**config.mk**
```make
export PLATFORM = sky130hd
export DESIGN_NAME = sync_length_frame_deframer
export DESIGN_NICKNAME = d
export VERILOG_FILES = /design/src/design/slfd_pkg.sv /design/src/design/slfd_front.sv /design/src/design/slfd_queue.sv /design/src/design/slfd_back.sv /design/src/design/sync_length_frame_deframer.sv
export SDC_FILE = /design/constraint.sdc
export NUM_CORES = 1
export LEC_CHECK = 0
export ABC_AREA = 1
export BUFFER_PORTS_ARGS = -buffer_cell sky130_fd_sc_hd__buf_2
export CAP_MARGIN = 10
export CORE_MARGIN = 4
export CORE_UTILIZATION = 40
export CTS_CLUSTER_DIAMETER = 30
export DETAILED_ROUTE_END_ITERATION = 8
export HOLD_SLACK_MARGIN = 0.06
export SYNTH_ARGS = -nofsm -noshare
export SYNTH_HDL_FRONTEND = slang
export SYNTH_SLANG_ARGS = --single-unit
```
**constraint.sdc**
```tcl
create_clock -name aclk -period 13.3 [get_ports aclk]
set_clock_uncertainty 0.05 [all_clocks]
set_input_delay 1.995 -clock aclk [delete_from_list [all_inputs] [get_ports aclk]]
set_output_delay 1.995 -clock aclk [all_outputs]
set_load 0.01 [all_outputs]
```
**src/design/slfd_pkg.sv**
```systemverilog
// Types, codes and fixed constants of the sync-word frame deframer.
package slfd_pkg;

    localparam int MAX_BODY    = 4096;
    localparam int MAX_TRAILER = 8;
    localparam int QUEUE_DEPTH = 2;

    localparam int S_TDATA_W  = 8;
    localparam int M_TDATA_W  = 40;
    localparam int M_TUSER_W  = 4;
    localparam int CFG_IDX_W  = 3;
    localparam int CFG_DATA_W = 64;

    // Configuration register indexes.
    localparam logic [CFG_IDX_W-1:0] CFG_SYNC_PATTERN      = 3'd0;
    localparam logic [CFG_IDX_W-1:0] CFG_SYNC_LENGTH       = 3'd1;
    localparam logic [CFG_IDX_W-1:0] CFG_LENGTH_BYTES      = 3'd2;
    localparam logic [CFG_IDX_W-1:0] CFG_LENGTH_BIG_ENDIAN = 3'd3;
    localparam logic [CFG_IDX_W-1:0] CFG_MIN_BODY          = 3'd4;
    localparam logic [CFG_IDX_W-1:0] CFG_MAX_BODY          = 3'd5;
    localparam logic [CFG_IDX_W-1:0] CFG_TRAILER_BYTES     = 3'd6;

    // Result status codes.
    localparam logic [1:0] ST_NEED_MORE  = 2'd0;
    localparam logic [1:0] ST_FRAME_DONE = 2'd1;
    localparam logic [1:0] ST_RESYNC     = 2'd2;

    // Result kind codes.
    localparam logic [1:0] KIND_NONE    = 2'd0;
    localparam logic [1:0] KIND_BODY    = 2'd1;
    localparam logic [1:0] KIND_TRAILER = 2'd2;

    typedef enum logic [1:0] {
        PH_HUNT,
        PH_LENGTH,
        PH_BODY,
        PH_TRAILER
    } phase_t;

    typedef struct packed {
        logic [63:0] sync_pattern;
        logic [3:0]  sync_length;
        logic [3:0]  length_bytes;
        logic        length_big_endian;
        logic [12:0] min_body;
        logic [12:0] max_body;
        logic [3:0]  trailer_bytes;
    } cfg_t;

    typedef struct packed {
        logic [7:0] data;
        logic       sync_hit;
    } queue_entry_t;

    typedef struct packed {
        logic [1:0]  status;
        logic [1:0]  kind;
        logic [7:0]  data;
        logic [11:0] position;
        logic [12:0] frame_length;
    } result_t;

    function automatic logic [3:0] clamp_trailer(input logic [3:0] v);
        clamp_trailer = (v > 4'(MAX_TRAILER)) ? 4'(MAX_TRAILER) : v;
    endfunction

endpackage

```
**src/design/slfd_front.sv**
```systemverilog
// Front end: accepts bytes, keeps the sync window and flags sync matches.
module slfd_front
    import slfd_pkg::*;
#(
    parameter int MAX_SYNC = 8
) (
    input  logic         aclk,
    input  logic         aresetn,
    input  cfg_t         cfg,
    input  logic         in_valid,
    input  logic [7:0]   in_data,
    input  logic         queue_ready,
    output logic         in_ready,
    output logic         push,
    output queue_entry_t entry
);

    localparam int WIN_W  = 8 * MAX_SYNC;
    localparam int FILL_W = $clog2(MAX_SYNC + 1);

    logic [WIN_W-1:0]  window_reg, window_next;
    logic [FILL_W-1:0] fill_reg, fill_next;
    logic [3:0]        sync_n;
    logic [MAX_SYNC-1:0] byte_ok;

    assign in_ready = queue_ready;
    assign push     = in_valid & queue_ready;

    assign window_next = WIN_W'({window_reg, in_data});
    assign fill_next   = (fill_reg == FILL_W'(MAX_SYNC)) ? fill_reg : fill_reg + FILL_W'(1);

    always_comb begin
        if (cfg.sync_length == 4'd0) begin
            sync_n = 4'd1;
        end else if (cfg.sync_length > 4'(MAX_SYNC)) begin
            sync_n = 4'(MAX_SYNC);
        end else begin
            sync_n = cfg.sync_length;
        end
    end

    // Bytes beyond the configured sync length always compare equal.
    always_comb begin
        for (int i = 0; i < MAX_SYNC; i++) begin
            byte_ok[i] = (window_next[8*i +: 8] == cfg.sync_pattern[8*i +: 8]) ||
                         (4'(i) >= sync_n);
        end
    end

    assign entry.data     = in_data;
    assign entry.sync_hit = (&byte_ok) && (4'(fill_next) >= sync_n);

    always_ff @(posedge aclk) begin
        if (!aresetn) begin
            window_reg <= '0;
            fill_reg   <= '0;
        end else if (push) begin
            window_reg <= window_next;
            fill_reg   <= fill_next;
        end
    end

endmodule

```
**src/design/slfd_queue.sv**
```systemverilog
// Short queue between the classifying front end and the frame sequencer.
module slfd_queue
    import slfd_pkg::*;
(
    input  logic         aclk,
    input  logic         aresetn,
    input  logic         push,
    input  queue_entry_t push_entry,
    input  logic         pop,
    output logic         not_full,
    output logic         not_empty,
    output queue_entry_t head
);

    localparam int PTR_W = (QUEUE_DEPTH > 1) ? $clog2(QUEUE_DEPTH) : 1;
    localparam int CNT_W = $clog2(QUEUE_DEPTH + 1);

    queue_entry_t      mem_reg [QUEUE_DEPTH];
    logic [PTR_W-1:0]  wr_ptr_reg, rd_ptr_reg;
    logic [CNT_W-1:0]  count_reg;

    assign not_full  = (count_reg != CNT_W'(QUEUE_DEPTH));
    assign not_empty = (count_reg != '0);
    assign head      = mem_reg[rd_ptr_reg];

    always_ff @(posedge aclk) begin
        if (push) begin
            mem_reg[wr_ptr_reg] <= push_entry;
        end
    end

    always_ff @(posedge aclk) begin
        if (!aresetn) begin
            wr_ptr_reg <= '0;
            rd_ptr_reg <= '0;
            count_reg  <= '0;
        end else begin
            if (push) begin
                wr_ptr_reg <= (wr_ptr_reg == PTR_W'(QUEUE_DEPTH - 1)) ? '0
                                                                      : wr_ptr_reg + PTR_W'(1);
            end
            if (pop) begin
                rd_ptr_reg <= (rd_ptr_reg == PTR_W'(QUEUE_DEPTH - 1)) ? '0
                                                                      : rd_ptr_reg + PTR_W'(1);
            end
            if (push && !pop) begin
                count_reg <= count_reg + CNT_W'(1);
            end else if (pop && !push) begin
                count_reg <= count_reg - CNT_W'(1);
            end
        end
    end

endmodule

```
**src/design/slfd_back.sv**
```systemverilog
// Back end: frame sequencer that parses length, body and trailer per byte.
module slfd_back
    import slfd_pkg::*;
#(
    parameter int MAX_LENGTH_BYTES = 8
) (
    input  logic         aclk,
    input  logic         aresetn,
    input  cfg_t         cfg,
    input  logic         q_valid,
    input  queue_entry_t q_entry,
    output logic         q_pop,
    output logic         m_valid,
    input  logic         m_ready,
    output result_t      m_result
);

    localparam int LEN_W = 8 * MAX_LENGTH_BYTES;
    localparam int CMP_W = (LEN_W > 17) ? LEN_W : 17;

    phase_t            phase_reg, phase_next;
    logic [12:0]       count_reg, count_next;
    logic [LEN_W-1:0]  accum_reg, accum_next;
    logic [12:0]       body_len_reg, body_len_next;
    logic              out_valid_reg;
    result_t           out_reg, res_next;

    logic              take;
    logic [7:0]        b;
    logic [3:0]        len_n, trail_n;
    logic [12:0]       count_inc;
    logic [LEN_W-1:0]  accum_new;
    logic              len_done, len_bad, len_zero;
    logic              body_done, trail_none, trail_done;

    assign take  = q_valid & (~out_valid_reg | m_ready);
    assign q_pop = take;
    assign b     = q_entry.data;

    always_comb begin
        if (cfg.length_bytes == 4'd0) begin
            len_n = 4'd1;
        end else if (cfg.length_bytes > 4'(MAX_LENGTH_BYTES)) begin
            len_n = 4'(MAX_LENGTH_BYTES);
        end else begin
            len_n = cfg.length_bytes;
        end
    end

    assign trail_n    = clamp_trailer(cfg.trailer_bytes);
    assign trail_none = (trail_n == 4'd0);
    assign count_inc  = count_reg + 13'd1;

    // Little-endian bytes land at the position given by the byte count.
    assign accum_new = cfg.length_big_endian ? LEN_W'({accum_reg, b})
                     : (accum_reg | (LEN_W'(b) << {count_reg, 3'b000}));

    assign len_done   = (count_inc >= {9'd0, len_n});
    assign len_bad    = (CMP_W'(accum_new) < CMP_W'(cfg.min_body)) ||
                        (CMP_W'(accum_new) > CMP_W'(cfg.max_body)) ||
                        (CMP_W'(accum_new) > CMP_W'(MAX_BODY));
    assign len_zero   = (accum_new == '0);
    assign body_done  = (count_inc >= body_len_reg);
    assign trail_done = (count_inc >= {9'd0, trail_n});

    always_comb begin
        phase_next = phase_reg;
        if (take) begin
            unique case (phase_reg)
                PH_HUNT: begin
                    if (q_entry.sync_hit) begin
                        phase_next = PH_LENGTH;
                    end
                end
                PH_LENGTH: begin
                    if (len_done) begin
                        if (len_bad) begin
                            phase_next = PH_HUNT;
                        end else if (len_zero) begin
                            phase_next = trail_none ? PH_HUNT : PH_TRAILER;
                        end else begin
                            phase_next = PH_BODY;
                        end
                    end
                end
                PH_BODY: begin
                    if (body_done) begin
                        phase_next = trail_none ? PH_HUNT : PH_TRAILER;
                    end
                end
                PH_TRAILER: begin
                    if (trail_done) begin
                        phase_next = PH_HUNT;
                    end
                end
                default: phase_next = PH_HUNT;
            endcase
        end
    end

    always_comb begin
        count_next    = count_reg;
        accum_next    = accum_reg;
        body_len_next = body_len_reg;
        res_next      = '0;
        if (take) begin
            unique case (phase_reg)
                PH_HUNT: begin
                    if (q_entry.sync_hit) begin
                        count_next = '0;
                        accum_next = '0;
                    end
                end
                PH_LENGTH: begin
                    if (!len_done) begin
                        count_next = count_inc;
                        accum_next = accum_new;
                    end else if (len_bad) begin
                        count_next      = '0;
                        accum_next      = '0;
                        body_len_next   = '0;
                        res_next.status = ST_RESYNC;
                    end else begin
                        count_next    = '0;
                        accum_next    = accum_new;
                        body_len_next = 13'(accum_new);
                        if (len_zero && trail_none) begin
                            res_next.status = ST_FRAME_DONE;
                        end
                    end
                end
                PH_BODY: begin
                    res_next.kind     = KIND_BODY;
                    res_next.data     = b;
                    res_next.position = count_reg[11:0];
                    if (body_done) begin
                        count_next = '0;
                        if (trail_none) begin
                            res_next.status = ST_FRAME_DONE;
                        end
                    end else begin
                        count_next = count_inc;
                    end
                end
                PH_TRAILER: begin
                    res_next.kind     = KIND_TRAILER;
                    res_next.data     = b;
                    res_next.position = count_reg[11:0];
                    if (trail_done) begin
                        count_next      = '0;
                        res_next.status = ST_FRAME_DONE;
                    end else begin
                        count_next = count_inc;
                    end
                end
                default: count_next = '0;
            endcase
        end
        res_next.frame_length = body_len_next;
    end

    always_ff @(posedge aclk) begin
        if (!aresetn) begin
            phase_reg     <= PH_HUNT;
            count_reg     <= '0;
            accum_reg     <= '0;
            body_len_reg  <= '0;
            out_valid_reg <= 1'b0;
        end else begin
            phase_reg    <= phase_next;
            count_reg    <= count_next;
            accum_reg    <= accum_next;
            body_len_reg <= body_len_next;
            if (take) begin
                out_valid_reg <= 1'b1;
            end else if (m_ready) begin
                out_valid_reg <= 1'b0;
            end
        end
    end

    always_ff @(posedge aclk) begin
        if (take) begin
            out_reg <= res_next;
        end
    end

    assign m_valid  = out_valid_reg;
    assign m_result = out_reg;

endmodule

```
**src/design/sync_length_frame_deframer.sv**
```systemverilog
// Top level of the sync-word, length-prefixed frame deframer.
//
// One received byte enters per cycle on the slave stream and each byte yields
// exactly one result transaction on the master stream, so the sustained rate is
// one byte per clock while m_tready is high; a result is registered after its
// byte has passed through the queue. The front end shifts every byte into the
// sync window and compares it against the sync word in parallel, a two-entry
// queue decouples it from the frame sequencer, and the sequencer handles the
// length field, body and trailer in a combinational update per byte that feeds
// a registered output. The window is never cleared on resync. Trailer bytes are
// tagged, not checked. There is no clearing pass after reset. Configuration
// must only be written while no transaction is in flight and must be valid.
module sync_length_frame_deframer
    import slfd_pkg::*;
#(
    parameter int MAX_SYNC         = 8,
    parameter int MAX_LENGTH_BYTES = 8
) (
    input  logic                  aclk,
    input  logic                  aresetn,
    input  logic                  s_tvalid,
    output logic                  s_tready,
    input  logic [S_TDATA_W-1:0]  s_tdata,   // [7:0] in_byte
    output logic                  m_tvalid,
    input  logic                  m_tready,
    output logic [M_TDATA_W-1:0]  m_tdata,   // [7:0] data, [19:8] position,
                                             // [32:20] frame_length, rest zero
    output logic [M_TUSER_W-1:0]  m_tuser,   // [1:0] status, [3:2] kind
    input  logic                  cfg_we,
    input  logic [CFG_IDX_W-1:0]  cfg_addr,
    input  logic [CFG_DATA_W-1:0] cfg_wdata
);

    cfg_t         cfg_reg;
    logic         q_push, q_pop, q_not_full, q_not_empty;
    queue_entry_t push_entry, head_entry;
    result_t      result;

    always_ff @(posedge aclk) begin
        if (!aresetn) begin
            cfg_reg.sync_pattern      <= 64'd0;
            cfg_reg.sync_length       <= 4'd1;
            cfg_reg.length_bytes      <= 4'd1;
            cfg_reg.length_big_endian <= 1'b1;
            cfg_reg.min_body          <= 13'd0;
            cfg_reg.max_body          <= 13'd4096;
            cfg_reg.trailer_bytes     <= 4'd0;
        end else if (cfg_we) begin
            unique case (cfg_addr)
                CFG_SYNC_PATTERN:      cfg_reg.sync_pattern      <= cfg_wdata;
                CFG_SYNC_LENGTH:       cfg_reg.sync_length       <= cfg_wdata[3:0];
                CFG_LENGTH_BYTES:      cfg_reg.length_bytes      <= cfg_wdata[3:0];
                CFG_LENGTH_BIG_ENDIAN: cfg_reg.length_big_endian <= cfg_wdata[0];
                CFG_MIN_BODY:          cfg_reg.min_body          <= cfg_wdata[12:0];
                CFG_MAX_BODY:          cfg_reg.max_body          <= cfg_wdata[12:0];
                CFG_TRAILER_BYTES:     cfg_reg.trailer_bytes     <= cfg_wdata[3:0];
                default: ;
            endcase
        end
    end

    slfd_front #(
        .MAX_SYNC (MAX_SYNC)
    ) u_front (
        .aclk        (aclk),
        .aresetn     (aresetn),
        .cfg         (cfg_reg),
        .in_valid    (s_tvalid),
        .in_data     (s_tdata[7:0]),
        .queue_ready (q_not_full),
        .in_ready    (s_tready),
        .push        (q_push),
        .entry       (push_entry)
    );

    slfd_queue u_queue (
        .aclk       (aclk),
        .aresetn    (aresetn),
        .push       (q_push),
        .push_entry (push_entry),
        .pop        (q_pop),
        .not_full   (q_not_full),
        .not_empty  (q_not_empty),
        .head       (head_entry)
    );

    slfd_back #(
        .MAX_LENGTH_BYTES (MAX_LENGTH_BYTES)
    ) u_back (
        .aclk     (aclk),
        .aresetn  (aresetn),
        .cfg      (cfg_reg),
        .q_valid  (q_not_empty),
        .q_entry  (head_entry),
        .q_pop    (q_pop),
        .m_valid  (m_tvalid),
        .m_ready  (m_tready),
        .m_result (result)
    );

    assign m_tdata = {7'd0, result.frame_length, result.position, result.data};
    assign m_tuser = {result.kind, result.status};

endmodule

```
## Word level (Yosys, flattened, before mapping)

Memory sizes are Yosys's and may differ from the RTL's. A register that Yosys moved wholly into a read port is not among the register bits.
Index checks and enable logic that the tools add are counted.

- Bits in writable memories: 18
- Register bits: 297
- Memories: 1
- Output and inout bits: 46

Memory list:

| memory | words | width | read ports | clocked after Yosys merged registers in | write ports | RTL line | source |
|---|---|---|---|---|---|---|---|
| u_queue.mem_reg | 2 | 9 | 1 | 1 | 1 | slfd_queue.sv:18 | `queue_entry_t mem_reg [QUEUE_DEPTH];` |

- Mux-type cells: 46
- Shifts and indexed selects: 1
- Bitwise logic cells: 5
- Order comparisons: 18
- Reductions and logical operators: 37
- $add $sub $neg: 6
- Eq/ne operators: 23

Operators by type and width:

| operator | count |
|---|---|
| $mux W64 | 4 |
| $pmux W64 S2 | 1 |
| $mux W13 | 8 |
| $eq A8 B8 Y1 | 8 |
| $gt A64 B13 Y1 | 1 |
| $gt A64 B13 Y1 const B | 1 |
| $logic_not A64 Y1 | 1 |
| $lt A64 B13 Y1 | 1 |
| $or A64 B64 Y64 | 1 |
| $shl A8 B16 Y64 | 1 |
| $pmux W13 S4 | 1 |
| $pmux W22 S2 | 1 |
| $ge A13 B4 Y1 | 2 |
| $mux W2 | 12 |
| $mux W4 | 6 |
| $ge A3 B4 Y1 const A | 4 |
| $reduce_and A2 Y1 | 8 |
| $add A13 B1 Y13 const B | 1 |
| $ge A13 B13 Y1 | 1 |
| $gt A4 B4 Y1 const B | 3 |
| $logic_not A4 Y1 | 3 |
| $mux W1 | 11 |
| $logic_or A1 B1 Y1 | 10 |
| $eq A3 B3 Y1 const B | 3 |
| other kinds (27) | 43 |

## Depth between registers and ports, before layout

- Depth after elaboration: 10
- Gate-level depth with buffers: 27
- Mapped depth without buffers: 25

## Modules after synthesis

A second synthesis with hierarchy kept.

- Cells, all modules: 2512
- Area total of the unflattened synthesis: 17364.2 um^2

By module, submodules not included:

| module | cells an instance | area each (um^2) | instances |
|---|---|---|---|
| slfd_back | 1318 | 8821.0 | 1 |
| sync_length_frame_deframer | 645 | 4341.7 | 1 |
| slfd_front | 488 | 3319.4 | 1 |
| slfd_queue | 61 | 882.1 | 1 |

## Worst setup path after synthesis

OpenSTA, ideal clock, no wires.

- Path kind: input to register
- Start: in m_tready
- End: reg u_back.accum_reg[63]
- Cell stages on the path: 8
- Setup time: 0.139 ns
- Buffers on the path: 1
- Arrival: 5.602 ns
- Setup slack: 7.509 ns
- Cells stage by stage: nor2_1 a21oi_1 nand2_1 nor2_1 inv_2 clkbuf_1 nand2_1 a21oi_2

- Word-level cells in the longest chain between the ends: 3

Ends and longest elaborated chain:

| item | RTL line | source |
|---|---|---|
| from (decl) | sync_length_frame_deframer.sv:25 | `input logic m_tready,` |
| $or A1 B1 Y1 | slfd_back.sv:36 | `assign take = q_valid & (~out_valid_reg \| m_ready);` |
| $and A1 B1 Y1 | slfd_back.sv:36 |  |
| named net q_pop | sync_length_frame_deframer.sv:35 | `logic q_push, q_pop, q_not_full, q_not_empty;` |
| $reduce_and A3 Y1 (no source line) | -- |  |
| to (signal assigned) | slfd_back.sv:172 | `accum_reg <= accum_next;` |
| to (decl) | slfd_back.sv:23 | `logic [LEN_W-1:0] accum_reg, accum_next;` |

The timed path passes the listed nets, and every way through them passes these cells.
A chain may end at the register's enable or synchronous reset.

==> key figures <==
Timing
  – Endpoints failing setup: 0
  – Max_slew headroom: 0.215
  – Final slew viol count: 0
  – Fmax: 203 MHz
  – Tmin final: 4.94 ns
  – Final worst setup slack: 8.36 ns
  – Hold Worst Slack: just over 0.4 ns
  – Hold Vio Cnt, Final: 0
  – Slew @ Worst Pin: 1.18 ns
  – Final period utilization: 0.371
  – RSZ-0062 raised after global routing: false
  – Setup_tns: 0 ns

Setup path
  – Critical path class: flop to flop
  – Crit path depth: 15
  – CP delay by family, top: simple AND/OR/NAND/NOR gates
  – CP Launch Point: cfg_reg[30]
  – R2r worst-path depth: 15
  – RR Startpoint: cfg_reg[30]
  – Worst Setup Start Kind: flop
  – CP required: 13.56 ns
  – WP data arrival: roughly 5.2 ns
  – Crit-path cells: buf_4, inv_2, o21ai_0, inv_1, ha_1, inv_1, nor3_1, nand4_1, nor4_1, o21ba_2, nand2_1, nor2_4, nand2_4, nand2_8, nor2_1
  – Slowest cell delay on critical path: 0.67 ns
  – Worst setup path endpoint: u_back.m_result[36]
  – CP max stage cell: o21ai_0
  – Worst reg-to-reg setup slack: 8.36 ns
  – Crit-path max FO: 67
  – CP dominant cell by count: inv_1
  – Worst R2R End: u_back.m_result[36]
  – Worst Path Buf+Inv: 4
  – Setup crit end kind: flop

CTS
  – Clock Sinks: 316
  – CTS tree: built
  – Post-CTS Hold Buffers: 0
  – Cts bufs inserted: 81
  – CTS root buf: clkbuf_16
  – Worst-skew pair later-pin latency: 0.59 ns
  – Post-CTS Repair Setup Buffers: 0
  – Clk buf depth: 3
  – Cts repair resizes: 0
  – H-Tree Depth: 3
  – Reg clk slew, reported paths: approximately 0.05 ns

Route
  – Remaining DRCs: 0
  – WL/cell: 15.7 um
  – ANT nets after route: 0
  – Max layer used: met5
  – Routed met1 length: 20.5 mm
  – Routed via count: roughly 15k
  – Post-Route WL: ~46 mm
  – Initial DRC count: 1000
  – Via density: around 5
  – Pre-Repair DR Iteration Count: 6
  – Met3 Wirelength: between 2 and 3 mm
  – WL met2: 21.7 mm

Placed design
  – Placed Area: between 15000 and 20000 um^2
  – Placed insts: 2793
  – Final GP Congestion: 0.882
  – Pre-CTS WS: 8.48 ns
  – PortBufs: 118
  – HPWL after detailed placement: approximately 31 mm

Power
  – P_leak: 8.76 nW
  – Tot Pwr: 3.97 mW
  – Pwr dens: 199 nW/um^2
  – VDD IR max: 0.0949 mV

Floorplanning
  – Core area: about 40000 um^2
  – I/O pin cnt: 126
  – Row Count: between 70 and 80
  – Die W: 210 um
  – Chip height: approximately 210 um
  – DIE AREA: 44000 um^2
  – Initial Utilization: 0.407

Final layout
  – Share of layout cells above drive strength 1: 0.165
  – Fin cells: 2945
  – Synthesis-to-layout area growth: 22.7%
  – Max reg flops: 103
  – Fin util: 0.499
  – Reg area: about 6900 um^2
  – Design area: around 20000 um^2
  – Area of the multi-input gates: 8160 um^2
  – # nets final: between 2k and 2.5k
  – Most frequent cells in the layout: nand2_1, nor2_1, dfxtp_1
  – Leading cell type in the layout, fill and taps excluded: nand2_1
  – # fillers: 3958

Synthesis
  – Yosys reg bits: 316
  – Sequential share of the synthesized area: 0.422
  – Synth Flop Type: dfxtp_1
  – Unique masters post-synth: 55
  – Mapped Avg Cell Area: about 7.2 um^2
  – Post-synthesis async set-or-reset flop share: 0
  – Mapped Cells: approximately 2.3k
  – Post-synth EDFFs: 55
  – Syn Std Cell Area: 16300 um^2
  – YS warnings: 0

GRT
  – Overflow left after global routing: 0
  – Total GRT Usage: 0.207
  – Initial antenna violation count: 2
  – Global-route wire length before repair: 74.8 mm
  – Pin count of the biggest net entering global routing: 89
  – Number of global-route vias before repair: ~14k

Job
  – Max cap viols: 0

Outcome
  – Status: complete, no violations

Hold path
  – Hold Path Class: flop to flop
[cells in the mapped netlist, types with 22 or more instances]
cell        n  area [um^2]
nand2_1   446         1670
nor2_1    417         1570
dfxtp_1   261         5230
o21ai_0   197          986
inv_1     179          672
a21oi_1   162          811
clkbuf_1   91          342
nand3_1    62          310
nand4_1    62          388
edfxtp_1   55         1650
ha_1       54          676
or2_2      46          288
xnor2_1    40          350
nand2_2    22          138
[layout make-up]
cell class / count / share of cell area
Inverter: 188 / 0.0356
Timing Repair Buffer: 131 / 0.0346
Clock buffer: 99 / 0.112
Clock inverter: 52 / 0.0323
Sequential cell: 316 / 0.344
Multi-Input combinational cell: 1633 / 0.409
Tap cell: 525 / 0.0329
Antenna cell: 1 / 0.000125
[kinds of logic after synthesis]
logic type               after synthesis  share of synthesized area
flip-flops                           316                      0.422
adder cells (fa/ha/maj)               54                     0.0415
XOR/XNOR                              54                     0.0295
other                                  1                   0.000230
AO/OA/AOI/OAI                        415                      0.137
AND/OR/NAND/NOR                     1103                      0.291
buffers and inverters                308                     0.0789
[worst register-to-register path, stage by stage (launching register included)]
cell,delay (ns)
dfxtp_2,0.30
buf_4,0.59
inv_2,0.64
o21ai_0,0.67
inv_1,0.19
ha_1,0.32
inv_1,0.05
nor3_1,0.25
nand4_1,0.11
nor4_1,0.26
o21ba_2,0.20
nand2_1,0.09
nor2_4,0.35
nand2_4,0.12
nand2_8,0.32
nor2_1,0.18
[where the power goes]
part           total (mW)  internal [mW]  switching (mW)
Clock                2.02           1.41           0.614
Sequential           1.18           1.11          0.0620
Combinational       0.769          0.219           0.550
[routing by layer]
layer / global-route usage / vias to the layer above
met1: 0.268 / 6892
met5: 0 / -
met4: 0.0815 / 2
li1: - / 7545
met3: 0.0425 / 91
met2: 0.341 / 404
[how the worst min path moves through the flow]
stage                         start                    to  slack [ns]  cells past startpoint
4_1_cts                 cfg_reg[14]           cfg_reg[14]        0.42                      2
3_5_place_dp     u_queue.rd_ptr_reg                  flop        0.41                      1
3_3_place_gp     u_queue.rd_ptr_reg    u_queue.rd_ptr_reg        0.39                      1
5_1_grt        u_back.accum_reg[62]  u_back.accum_reg[62]        0.44                      2
2_1_floorplan    u_queue.rd_ptr_reg                  flop        0.38                      1
6_report         u_queue.rd_ptr_reg                  flop        0.41                      1
Note: power is estimated with default switching activity, not from simulation.
